==> src/rtl/tssm_pkg.sv <==
`timescale 1ns / 1ps
`default_nettype none

package tssm_pkg;

    // Width of every raw reading, window register and screen coordinate.
    localparam int FIELD_W     = 12;
    localparam int SAMPLE_BITS = 12;
    localparam int AVG_BITS    = (SAMPLE_BITS < FIELD_W) ? SAMPLE_BITS : FIELD_W;
    localparam logic [FIELD_W-1:0] SAMPLE_MASK = FIELD_W'((64'(1) << AVG_BITS) - 64'(1));

    localparam int MODE_W   = 4;
    localparam int CFG_IDX_W = 3;

    // Restoring divider: two quotient bits per stage.
    localparam int DIV_BITS_PER_STAGE = 2;
    localparam int DIV_STAGES         = FIELD_W / DIV_BITS_PER_STAGE;
    localparam int PROD_W             = 2 * FIELD_W;

    // Front end has two stages, each axis unit one multiply stage plus the divider.
    localparam int FRONT_DEPTH = 2;
    localparam int AXIS_DEPTH  = 1 + DIV_STAGES;
    localparam int PIPE_DEPTH  = FRONT_DEPTH + AXIS_DEPTH;

    localparam logic [FIELD_W-1:0] RST_RAW_MIN_X = FIELD_W'(180);
    localparam logic [FIELD_W-1:0] RST_RAW_MAX_X = FIELD_W'(3900);
    localparam logic [FIELD_W-1:0] RST_RAW_MIN_Y = FIELD_W'(220);
    localparam logic [FIELD_W-1:0] RST_RAW_MAX_Y = FIELD_W'(3900);
    localparam logic [FIELD_W-1:0] RST_SCREEN_W  = FIELD_W'(320);
    localparam logic [FIELD_W-1:0] RST_SCREEN_H  = FIELD_W'(240);
    localparam logic [FIELD_W-1:0] RST_PRESS_THR = FIELD_W'(20);
    localparam logic [MODE_W-1:0]  RST_MODE      = '0;

    localparam int MODE_REQ_PRESS = 0;
    localparam int MODE_SWAP      = 1;
    localparam int MODE_INV_X     = 2;
    localparam int MODE_INV_Y     = 3;

    typedef enum logic [CFG_IDX_W-1:0] {
        REG_RAW_MIN_X = 3'd0,
        REG_RAW_MAX_X = 3'd1,
        REG_RAW_MIN_Y = 3'd2,
        REG_RAW_MAX_Y = 3'd3,
        REG_SCREEN_W  = 3'd4,
        REG_SCREEN_H  = 3'd5,
        REG_PRESS_THR = 3'd6,
        REG_MODE      = 3'd7
    } t_cfg_idx;

    typedef enum logic [1:0] {
        MAP_ZERO = 2'd0,
        MAP_TOP  = 2'd1,
        MAP_DIV  = 2'd2
    } t_map_sel;

    typedef struct packed {
        logic [FIELD_W-1:0] raw_min_x;
        logic [FIELD_W-1:0] raw_max_x;
        logic [FIELD_W-1:0] raw_min_y;
        logic [FIELD_W-1:0] raw_max_y;
        logic [FIELD_W-1:0] screen_w;
        logic [FIELD_W-1:0] screen_h;
        logic [FIELD_W-1:0] press_thr;
        logic [MODE_W-1:0]  mode;
    } t_cfg;

    typedef struct packed {
        t_map_sel           sel;
        logic [FIELD_W-1:0] diff;
        logic [FIELD_W-1:0] den;
        logic [FIELD_W-1:0] top;
    } t_axis_job;

    function automatic logic [FIELD_W-1:0] avg_pair(input logic [FIELD_W-1:0] a,
                                                    input logic [FIELD_W-1:0] b);
        logic [FIELD_W:0] s;
        s = {1'b0, a & SAMPLE_MASK} + {1'b0, b & SAMPLE_MASK};
        return s[FIELD_W:1];
    endfunction

    function automatic logic [FIELD_W-1:0] size_top(input logic [FIELD_W-1:0] size);
        return (size == '0) ? '0 : size - FIELD_W'(1);
    endfunction

endpackage

`default_nettype wire

==> src/rtl/tssm_front.sv <==
`timescale 1ns / 1ps
`default_nettype none

module tssm_front
    import tssm_pkg::*;
(
    input  wire logic               i_clk,
    input  wire logic               i_en,
    input  wire t_cfg               i_cfg,
    input  wire logic [FIELD_W-1:0] i_x_first,
    input  wire logic [FIELD_W-1:0] i_x_second,
    input  wire logic [FIELD_W-1:0] i_y_first,
    input  wire logic [FIELD_W-1:0] i_y_second,
    input  wire logic [FIELD_W-1:0] i_z_first,
    input  wire logic [FIELD_W-1:0] i_z_second,
    input  wire logic               i_z_read_ok,
    output logic                    o_found,
    output logic [FIELD_W-1:0]      o_pressure,
    output t_axis_job               o_job_x,
    output t_axis_job               o_job_y
);

    logic [FIELD_W-1:0] r_ax, r_ay, r_az;
    logic               r_zok;

    logic               r_found, n_found;
    logic [FIELD_W-1:0] r_pressure;
    t_axis_job          r_job_x, n_job_x;
    t_axis_job          r_job_y, n_job_y;
    logic [FIELD_W-1:0] cx, cy;

    function automatic t_axis_job make_job(input logic [FIELD_W-1:0] raw,
                                           input logic [FIELD_W-1:0] lo,
                                           input logic [FIELD_W-1:0] hi,
                                           input logic [FIELD_W-1:0] size);
        t_axis_job j;
        j.top  = size_top(size);
        j.diff = raw - lo;
        j.den  = hi - lo;
        // The minimum clamp wins over the maximum clamp on a reversed window.
        if (raw <= lo) begin
            j.sel = MAP_ZERO;
        end else if (raw >= hi) begin
            j.sel = MAP_TOP;
        end else begin
            j.sel = MAP_DIV;
        end
        return j;
    endfunction

    always_ff @(posedge i_clk) begin
        if (i_en) begin
            r_ax  <= avg_pair(i_x_first, i_x_second);
            r_ay  <= avg_pair(i_y_first, i_y_second);
            r_az  <= i_z_read_ok ? avg_pair(i_z_first, i_z_second) : '0;
            r_zok <= i_z_read_ok;
        end
    end

    always_comb begin
        n_found = (r_ax >= i_cfg.raw_min_x) && (r_ax <= i_cfg.raw_max_x) &&
                  (r_ay >= i_cfg.raw_min_y) && (r_ay <= i_cfg.raw_max_y);
        if (i_cfg.mode[MODE_REQ_PRESS] && r_zok && (r_az < i_cfg.press_thr)) begin
            n_found = 1'b0;
        end
        if (i_cfg.mode[MODE_SWAP]) begin
            cx = r_ay;
            cy = r_ax;
        end else begin
            cx = r_ax;
            cy = r_ay;
        end
        n_job_x = make_job(cx, i_cfg.raw_min_x, i_cfg.raw_max_x, i_cfg.screen_w);
        n_job_y = make_job(cy, i_cfg.raw_min_y, i_cfg.raw_max_y, i_cfg.screen_h);
    end

    always_ff @(posedge i_clk) begin
        if (i_en) begin
            r_found    <= n_found;
            r_pressure <= r_az;
            r_job_x    <= n_job_x;
            r_job_y    <= n_job_y;
        end
    end

    assign o_found    = r_found;
    assign o_pressure = r_pressure;
    assign o_job_x    = r_job_x;
    assign o_job_y    = r_job_y;

endmodule

`default_nettype wire

==> src/rtl/tssm_axis.sv <==
`timescale 1ns / 1ps
`default_nettype none

module tssm_axis
    import tssm_pkg::*;
(
    input  wire logic          i_clk,
    input  wire logic          i_en,
    input  wire t_axis_job     i_job,
    output logic [FIELD_W-1:0] o_coord
);

    // Multiply stage.
    logic [PROD_W-1:0]  r_prod;
    t_map_sel           r_msel;
    logic [FIELD_W-1:0] r_mden;
    logic [FIELD_W-1:0] r_mtop;

    // Divider stages.
    logic [FIELD_W-1:0] r_rem [DIV_STAGES];
    logic [FIELD_W-1:0] r_low [DIV_STAGES];
    logic [FIELD_W-1:0] r_quo [DIV_STAGES];
    logic [FIELD_W-1:0] r_den [DIV_STAGES];
    logic [FIELD_W-1:0] r_top [DIV_STAGES];
    t_map_sel           r_sel [DIV_STAGES];

    always_ff @(posedge i_clk) begin
        if (i_en) begin
            r_prod <= PROD_W'(i_job.diff) * PROD_W'(i_job.top);
            r_msel <= i_job.sel;
            r_mden <= i_job.den;
            r_mtop <= i_job.top;
        end
    end

    for (genvar k = 0; k < DIV_STAGES; k++) begin : g_div
        logic [FIELD_W-1:0] rem_in, low_in, quo_in, den_in, top_in;
        logic [FIELD_W-1:0] n_rem, n_low, n_quo;
        t_map_sel           sel_in;
        logic [FIELD_W:0]   trial;

        // The quotient stays below the screen size, so the high half of the
        // product is already a valid partial remainder.
        if (k == 0) begin : g_first
            assign rem_in = r_prod[PROD_W-1:FIELD_W];
            assign low_in = r_prod[FIELD_W-1:0];
            assign quo_in = '0;
            assign den_in = r_mden;
            assign top_in = r_mtop;
            assign sel_in = r_msel;
        end else begin : g_next
            assign rem_in = r_rem[k-1];
            assign low_in = r_low[k-1];
            assign quo_in = r_quo[k-1];
            assign den_in = r_den[k-1];
            assign top_in = r_top[k-1];
            assign sel_in = r_sel[k-1];
        end

        always_comb begin
            n_rem = rem_in;
            n_low = low_in;
            n_quo = quo_in;
            trial = '0;
            for (int b = 0; b < DIV_BITS_PER_STAGE; b++) begin
                trial = {n_rem, n_low[FIELD_W-1]};
                n_low = {n_low[FIELD_W-2:0], 1'b0};
                if (trial >= {1'b0, den_in}) begin
                    trial = trial - {1'b0, den_in};
                    n_quo = {n_quo[FIELD_W-2:0], 1'b1};
                end else begin
                    n_quo = {n_quo[FIELD_W-2:0], 1'b0};
                end
                n_rem = trial[FIELD_W-1:0];
            end
        end

        always_ff @(posedge i_clk) begin
            if (i_en) begin
                r_rem[k] <= n_rem;
                r_low[k] <= n_low;
                r_quo[k] <= n_quo;
                r_den[k] <= den_in;
                r_top[k] <= top_in;
                r_sel[k] <= sel_in;
            end
        end
    end

    always_comb begin
        unique case (r_sel[DIV_STAGES-1])
            MAP_ZERO: o_coord = '0;
            MAP_TOP:  o_coord = r_top[DIV_STAGES-1];
            MAP_DIV:  o_coord = r_quo[DIV_STAGES-1];
            default:  o_coord = '0;
        endcase
    end

endmodule

`default_nettype wire

==> src/rtl/touch_sample_to_screen_map.sv <==
`timescale 1ns / 1ps
`default_nettype none

// Channel   Direction  Handshake                Payload
// input     in         i_in_valid / o_in_stall  i_x_first .. i_z_second, i_z_read_ok
// output    out        o_out_valid / i_out_stall o_status, o_screen_x, o_screen_y, o_pressure
// config    in         i_cfg_we                 i_cfg_idx, i_cfg_data
//
// One item is accepted per cycle while o_in_stall is low; its result is shown
// once it has passed ten register stages (two front stages, a multiply stage,
// six divider stages of two quotient bits each, and the output register).
// Synchronous active-low reset empties the pipeline and loads the default
// calibration. A stalled output freezes the whole pipeline, so the input is
// stalled only while a result waits at the output.

module touch_sample_to_screen_map
    import tssm_pkg::*;
(
    input  wire logic                 i_clk,
    input  wire logic                 i_rst_n,
    input  wire logic                 i_cfg_we,
    input  wire logic [CFG_IDX_W-1:0] i_cfg_idx,
    input  wire logic [FIELD_W-1:0]   i_cfg_data,
    input  wire logic                 i_in_valid,
    output logic                      o_in_stall,
    input  wire logic [FIELD_W-1:0]   i_x_first,
    input  wire logic [FIELD_W-1:0]   i_x_second,
    input  wire logic [FIELD_W-1:0]   i_y_first,
    input  wire logic [FIELD_W-1:0]   i_y_second,
    input  wire logic [FIELD_W-1:0]   i_z_first,
    input  wire logic [FIELD_W-1:0]   i_z_second,
    input  wire logic                 i_z_read_ok,
    output logic                      o_out_valid,
    input  wire logic                 i_out_stall,
    output logic                      o_status,
    output logic [FIELD_W-1:0]        o_screen_x,
    output logic [FIELD_W-1:0]        o_screen_y,
    output logic [FIELD_W-1:0]        o_pressure
);

    t_cfg r_cfg;

    logic en;
    logic r_vld [PIPE_DEPTH];

    logic               front_found;
    logic [FIELD_W-1:0] front_pressure;
    t_axis_job          job_x, job_y;
    logic [FIELD_W-1:0] coord_x, coord_y;

    logic               r_side_found [AXIS_DEPTH];
    logic [FIELD_W-1:0] r_side_press [AXIS_DEPTH];

    logic               r_out_valid;
    logic               r_status;
    logic [FIELD_W-1:0] r_sx, r_sy, r_press;
    logic [FIELD_W-1:0] n_sx, n_sy;

    always_ff @(posedge i_clk) begin
        if (!i_rst_n) begin
            r_cfg.raw_min_x <= RST_RAW_MIN_X;
            r_cfg.raw_max_x <= RST_RAW_MAX_X;
            r_cfg.raw_min_y <= RST_RAW_MIN_Y;
            r_cfg.raw_max_y <= RST_RAW_MAX_Y;
            r_cfg.screen_w  <= RST_SCREEN_W;
            r_cfg.screen_h  <= RST_SCREEN_H;
            r_cfg.press_thr <= RST_PRESS_THR;
            r_cfg.mode      <= RST_MODE;
        end else if (i_cfg_we) begin
            unique case (t_cfg_idx'(i_cfg_idx))
                REG_RAW_MIN_X: r_cfg.raw_min_x <= i_cfg_data;
                REG_RAW_MAX_X: r_cfg.raw_max_x <= i_cfg_data;
                REG_RAW_MIN_Y: r_cfg.raw_min_y <= i_cfg_data;
                REG_RAW_MAX_Y: r_cfg.raw_max_y <= i_cfg_data;
                REG_SCREEN_W:  r_cfg.screen_w  <= i_cfg_data;
                REG_SCREEN_H:  r_cfg.screen_h  <= i_cfg_data;
                REG_PRESS_THR: r_cfg.press_thr <= i_cfg_data;
                REG_MODE:      r_cfg.mode      <= i_cfg_data[MODE_W-1:0];
                default:       r_cfg.mode      <= r_cfg.mode;
            endcase
        end
    end

    // The pipeline moves as one whenever the output register can take a result.
    assign en         = !r_out_valid || !i_out_stall;
    assign o_in_stall = !en;

    always_ff @(posedge i_clk) begin
        if (!i_rst_n) begin
            for (int k = 0; k < PIPE_DEPTH; k++) begin
                r_vld[k] <= 1'b0;
            end
            r_out_valid <= 1'b0;
        end else if (en) begin
            r_vld[0] <= i_in_valid;
            for (int k = 1; k < PIPE_DEPTH; k++) begin
                r_vld[k] <= r_vld[k-1];
            end
            r_out_valid <= r_vld[PIPE_DEPTH-1];
        end
    end

    tssm_front u_front (
        .i_clk       (i_clk),
        .i_en        (en),
        .i_cfg       (r_cfg),
        .i_x_first   (i_x_first),
        .i_x_second  (i_x_second),
        .i_y_first   (i_y_first),
        .i_y_second  (i_y_second),
        .i_z_first   (i_z_first),
        .i_z_second  (i_z_second),
        .i_z_read_ok (i_z_read_ok),
        .o_found     (front_found),
        .o_pressure  (front_pressure),
        .o_job_x     (job_x),
        .o_job_y     (job_y)
    );

    tssm_axis u_axis_x (
        .i_clk   (i_clk),
        .i_en    (en),
        .i_job   (job_x),
        .o_coord (coord_x)
    );

    tssm_axis u_axis_y (
        .i_clk   (i_clk),
        .i_en    (en),
        .i_job   (job_y),
        .o_coord (coord_y)
    );

    // Touch flag and pressure ride alongside the axis units.
    always_ff @(posedge i_clk) begin
        if (en) begin
            r_side_found[0] <= front_found;
            r_side_press[0] <= front_pressure;
            for (int k = 1; k < AXIS_DEPTH; k++) begin
                r_side_found[k] <= r_side_found[k-1];
                r_side_press[k] <= r_side_press[k-1];
            end
        end
    end

    always_comb begin
        n_sx = coord_x;
        n_sy = coord_y;
        if (r_cfg.mode[MODE_INV_X]) begin
            n_sx = (r_cfg.screen_w == '0) ? '0 : size_top(r_cfg.screen_w) - coord_x;
        end
        if (r_cfg.mode[MODE_INV_Y]) begin
            n_sy = (r_cfg.screen_h == '0) ? '0 : size_top(r_cfg.screen_h) - coord_y;
        end
    end

    always_ff @(posedge i_clk) begin
        if (en) begin
            if (r_side_found[AXIS_DEPTH-1]) begin
                r_status <= 1'b0;
                r_sx     <= n_sx;
                r_sy     <= n_sy;
                r_press  <= r_side_press[AXIS_DEPTH-1];
            end else begin
                r_status <= 1'b1;
                r_sx     <= '0;
                r_sy     <= '0;
                r_press  <= '0;
            end
        end
    end

    assign o_out_valid = r_out_valid;
    assign o_status    = r_status;
    assign o_screen_x  = r_sx;
    assign o_screen_y  = r_sy;
    assign o_pressure  = r_press;

    a_no_touch_zero: assert property (@(posedge i_clk) disable iff (!i_rst_n)
        o_out_valid && o_status |-> o_screen_x == '0 && o_screen_y == '0 && o_pressure == '0)
        else $error("no-touch result carries non-zero fields");

    a_stall_only_when_full: assert property (@(posedge i_clk)
        o_in_stall |-> o_out_valid)
        else $error("input stalled while output register is empty");

    a_last_stage_reaches_out: assert property (@(posedge i_clk) disable iff (!i_rst_n)
        en && r_vld[PIPE_DEPTH-1] |=> o_out_valid)
        else $error("item lost between last stage and output register");

    a_reset_empties: assert property (@(posedge i_clk)
        !i_rst_n |=> !o_out_valid)
        else $error("output valid after reset");

endmodule

`default_nettype wire
==> config.mk <==
export PLATFORM = sky130hd
export DESIGN_NAME = touch_sample_to_screen_map
export DESIGN_NICKNAME = d
export VERILOG_FILES = /design/src/rtl/tssm_pkg.sv /design/src/rtl/tssm_front.sv /design/src/rtl/tssm_axis.sv /design/src/rtl/touch_sample_to_screen_map.sv
export SDC_FILE = /design/constraint.sdc
export NUM_CORES = 2
export LEC_CHECK = 0
export BUFFER_PORTS_ARGS = -buffer_cell sky130_fd_sc_hd__buf_2
export CORE_MARGIN = 1.5
export CORE_UTILIZATION = 30
export DETAILED_ROUTE_END_ITERATION = 8
export GPL_TIMING_DRIVEN = 1
export PLACE_DENSITY = 0.56
export SETUP_SLACK_MARGIN = 0.05
export SLEW_MARGIN = 0
export SYNTH_ARGS = -nofsm -noshare
export SYNTH_HDL_FRONTEND = slang
export SYNTH_SLANG_ARGS = --single-unit
==> constraint.sdc <==
create_clock -name i_clk -period 46.9 [get_ports i_clk]
set_clock_uncertainty 0.1 [all_clocks]
set_input_delay 14.07 -clock i_clk [delete_from_list [all_inputs] [get_ports i_clk]]
set_output_delay 14.07 -clock i_clk [all_outputs]
set_load 0.005 [all_outputs]
==> impl_metrics.py <==
metrics = {
    "status": {
        "status": "finished, final reports clean",
    },
    "clock_network": {
        "clock_path_buffers": 3,
        "clockRootBuffer": "clkbuf_16",
        "hold_buffers": 0,
        "cts_htree_levels": 3,
        "cts.repair.resized": 0,
        "cts_sinks": 1004,
        "numCtsBuffers": 110,
        "cts_tree": "done",
        "cts_setup_buffers": 0,
        "clock_latency_ps": 740,
        "clk_pin_slew_ps": 60,
    },
    "logic_synthesis": {
        "yosysSeqAreaShare": 0.468,
        "synth_cell_types": 85,
        "synth_warnings": 0,
        "synthArstFlopShare": 0,
        "synth_top_cell_area_share": 0.439,
        "synth_edf_count": 915,
        "synthesis.area_um2": 62500,
        "synth-main-ff-cell": "edfxtp_1",
        "synth_top_area_cell": "edfxtp_1",
        "synth_area_leaders": "edfxtp_1 (44%), ha_1 (12%), fa_1 (7.4%)",
        "ys_seq_elements": 1004,
        "syn_nets": 6448,
        "syn_area_per_cell_um2": 11.3,
        "syn_inst": 5522,
    },
    "critical_path": {
        "path_max_fanout": 56,
        "end_kind": "output pin",
        "crit_path_start_kind": "input port",
        "critPathLaunch": "i_out_stall",
        "worstPathRequired_ps": 32730,
        "rr_startpoint": "u_axis_y.r_den[0][1]$_DFFE_PN_",
        "worstPathArrival_ps": 15110,
        "critical_path_class": "in -> out",
    },
    "timing": {
        "drv_slew": 0,
        "hold_viol_final": 0,
        "relSlewSlack": 0.214,
        "fin_crit_ps": 29280,
        "rsz0062_at_grt": "false",
        "max_freq_mhz": 34.2,
        "setup_viol": 0,
        "worstMarginPinSlew_ps": 1170,
        "fin_crit_sh": 0.624,
        "finalSetupTns_ps": 0,
    },
    "run": {
        "drv_cap": 0,
    },
    "global_route": {
        "grt_overflow": 0,
        "grt_start_max_net_pins": 192,
        "grt_pass1_wl_mm": 219,
        "antenna_found_initial": 14,
        "track_usage": 0.129,
        "grt_pass1_vias": 40200,
    },
    "detailed_routing": {
        "antenna_left": 0,
        "num_vias": 40000,
        "vias_per_cell": 4.68,
        "firstDrtPassIters": 5,
        "initialDrtViolationCount": 2485,
        "drc": 0,
        "wl_mm": 136,
        "wl_per_cell_um": 16.0,
    },
    "placed_design": {
        "io_buffers": 131,
        "hpwlAfterDp_mm": 104,
        "gp_congestion": 0.845,
    },
    "die": {
        "die_h_um": 460,
        "fp.coreArea_um2": 207000,
        "rows": 167,
        "die-area_um2": 211000,
        "boundaryPins": 132,
        "die_w_um": 460,
        "start_util": 0.302,
    },
    "min_path": {
        "hold_path.class": "reg -> reg",
        "worstHoldStart": "u_axis_x.r_quo[4][7]$_DFFE_PN_",
    },
    "cells_and_area": {
        "nets": 6587,
        "drive_gt1_frac": 0.0956,
        "n_fill_cell": 20500,
        "area_growth_pct": 12.0,
    },
}
-- sequential cells by signal (all words and copies together) (netlist names), 24 cells and up --
signal,flops
u_axis_x.r_top,72
u_axis_y.r_top,72
u_axis_y.r_den,60
u_axis_y.r_rem,60
u_axis_y.r_prod,24
r_cfg,88
u_front.o_job_y,38
u_axis_x.r_den,60
u_axis_x.r_rem,60
u_front.o_job_x,38
u_axis_x.r_prod,24
u_axis_x.r_low,30
u_axis_y.r_low,30
r_side_press,84
u_axis_x.r_quo,42
u_axis_y.r_quo,42
-- routing by layer --
metal | track usage | share of wire | routed length, µm | vias up
met2 | 0.210 | 0.46 | 62200 | 673
met5 | 0 | 0.00010 | 14 | -
met3 | 0.0152 | 0.035 | 4740 | 201
met4 | 0.0402 | 0.026 | 3560 | 2
li1 | - | - | - | 19800
met1 | 0.177 | 0.48 | 65900 | 19300
-- synthesized netlist by cell type, types with 49 or more instances --
cell type and n:
clkbuf_1 111, xor2_1 103, a21boi_0 78, nor3_1 90, nand2_1 510, edfxtp_1 915
inv_1 633, fa_1 231, xnor2_1 197, and2_1 153, nand3_1 49, a21oi_1 239
o21ai_0 202, ha_1 602, a21o_1 118, dfxtp_1 89, nand2b_1 54, nor2b_1 84
nor2_1 299, mux2_2 157
-- metrics by stage --
stage / cells / cell area, µm² / setup slack [ps] / util / hold slack (ps)
final: 8548 / 70000 / 17620 / 0.338 / 294
after floorplan: 5522 / 62500 / 5930 / - / 300
after global placement: 8337 / 66400 / 17610 / 0.321 / 300
after global routing: 8548 / 70000 / 17480 / 0.338 / 286
after detailed placement: 8337 / 66400 / 17560 / 0.321 / 305
after CTS: 8544 / 70000 / 17560 / 0.338 / 296
-- layout by cell type, fill, tap and decap left out, types with 157 or more instances in the layout --
cell	synthesis	routed
edfxtp_1	915	915
inv_1	633	633
ha_1	602	602
nand2_1	510	509
nor2_1	299	299
a21oi_1	239	239
fa_1	231	231
o21ai_0	202	201
xnor2_1	197	197
mux2_2	157	157
-- area by class of cell --
| class | count | area (µm²) | area share |
|---|---|---|---|
| flip-flops and latches | 1004 | 29300 | 0.418 |
| inverters | 638 | 2390 | 0.0342 |
| clock buffers | 135 | 2880 | 0.0412 |
| diodes | 4 | 10.0 | 0.000143 |
| repair buffers | 151 | 843 | 0.0120 |
| clock inverters | 72 | 746 | 0.0106 |
| well taps | 2788 | 3490 | 0.0498 |
| multi-input cells | 3756 | 30400 | 0.434 |
-- kinds of logic (layout without fill, tap and decap cells) --
kind of cell / after synthesis / in the layout / share of synthesized area
XOR/XNOR: 300 / 300 / 0.0420
other: 0 / 4 / 0
flip-flops: 1004 / 1004 / 0.468
AND/OR/NAND/NOR: 1419 / 1419 / 0.108
buffers and inverters: 762 / 996 / 0.0461
multiplexers: 212 / 212 / 0.0376
AO/OA/AOI/OAI: 992 / 992 / 0.104
adder cells (fa/ha/maj): 833 / 833 / 0.194
-- path summary, 6_finish.rpt --
check,endpoint,slack [ps],cells past startpoint
max,o_in_stall,17620,4
min,u_axis_x.r_quo[5][9]$_DFFE_PN_,290,0
max reg2reg,u_axis_y.r_rem[1][11]$_DFFE_PN_,39870,21
min reg2reg,u_axis_x.r_quo[5][9]$_DFFE_PN_,290,0
-- worst max-delay path, stage by stage --
cell	delay, ps
buf_2	110
nand2_4	520
inv_1	210
buf_2	190
Power is left out: the tool's default activity adds up to more than one toggle a clock period on the data nets, which glitch-free logic cannot reach.
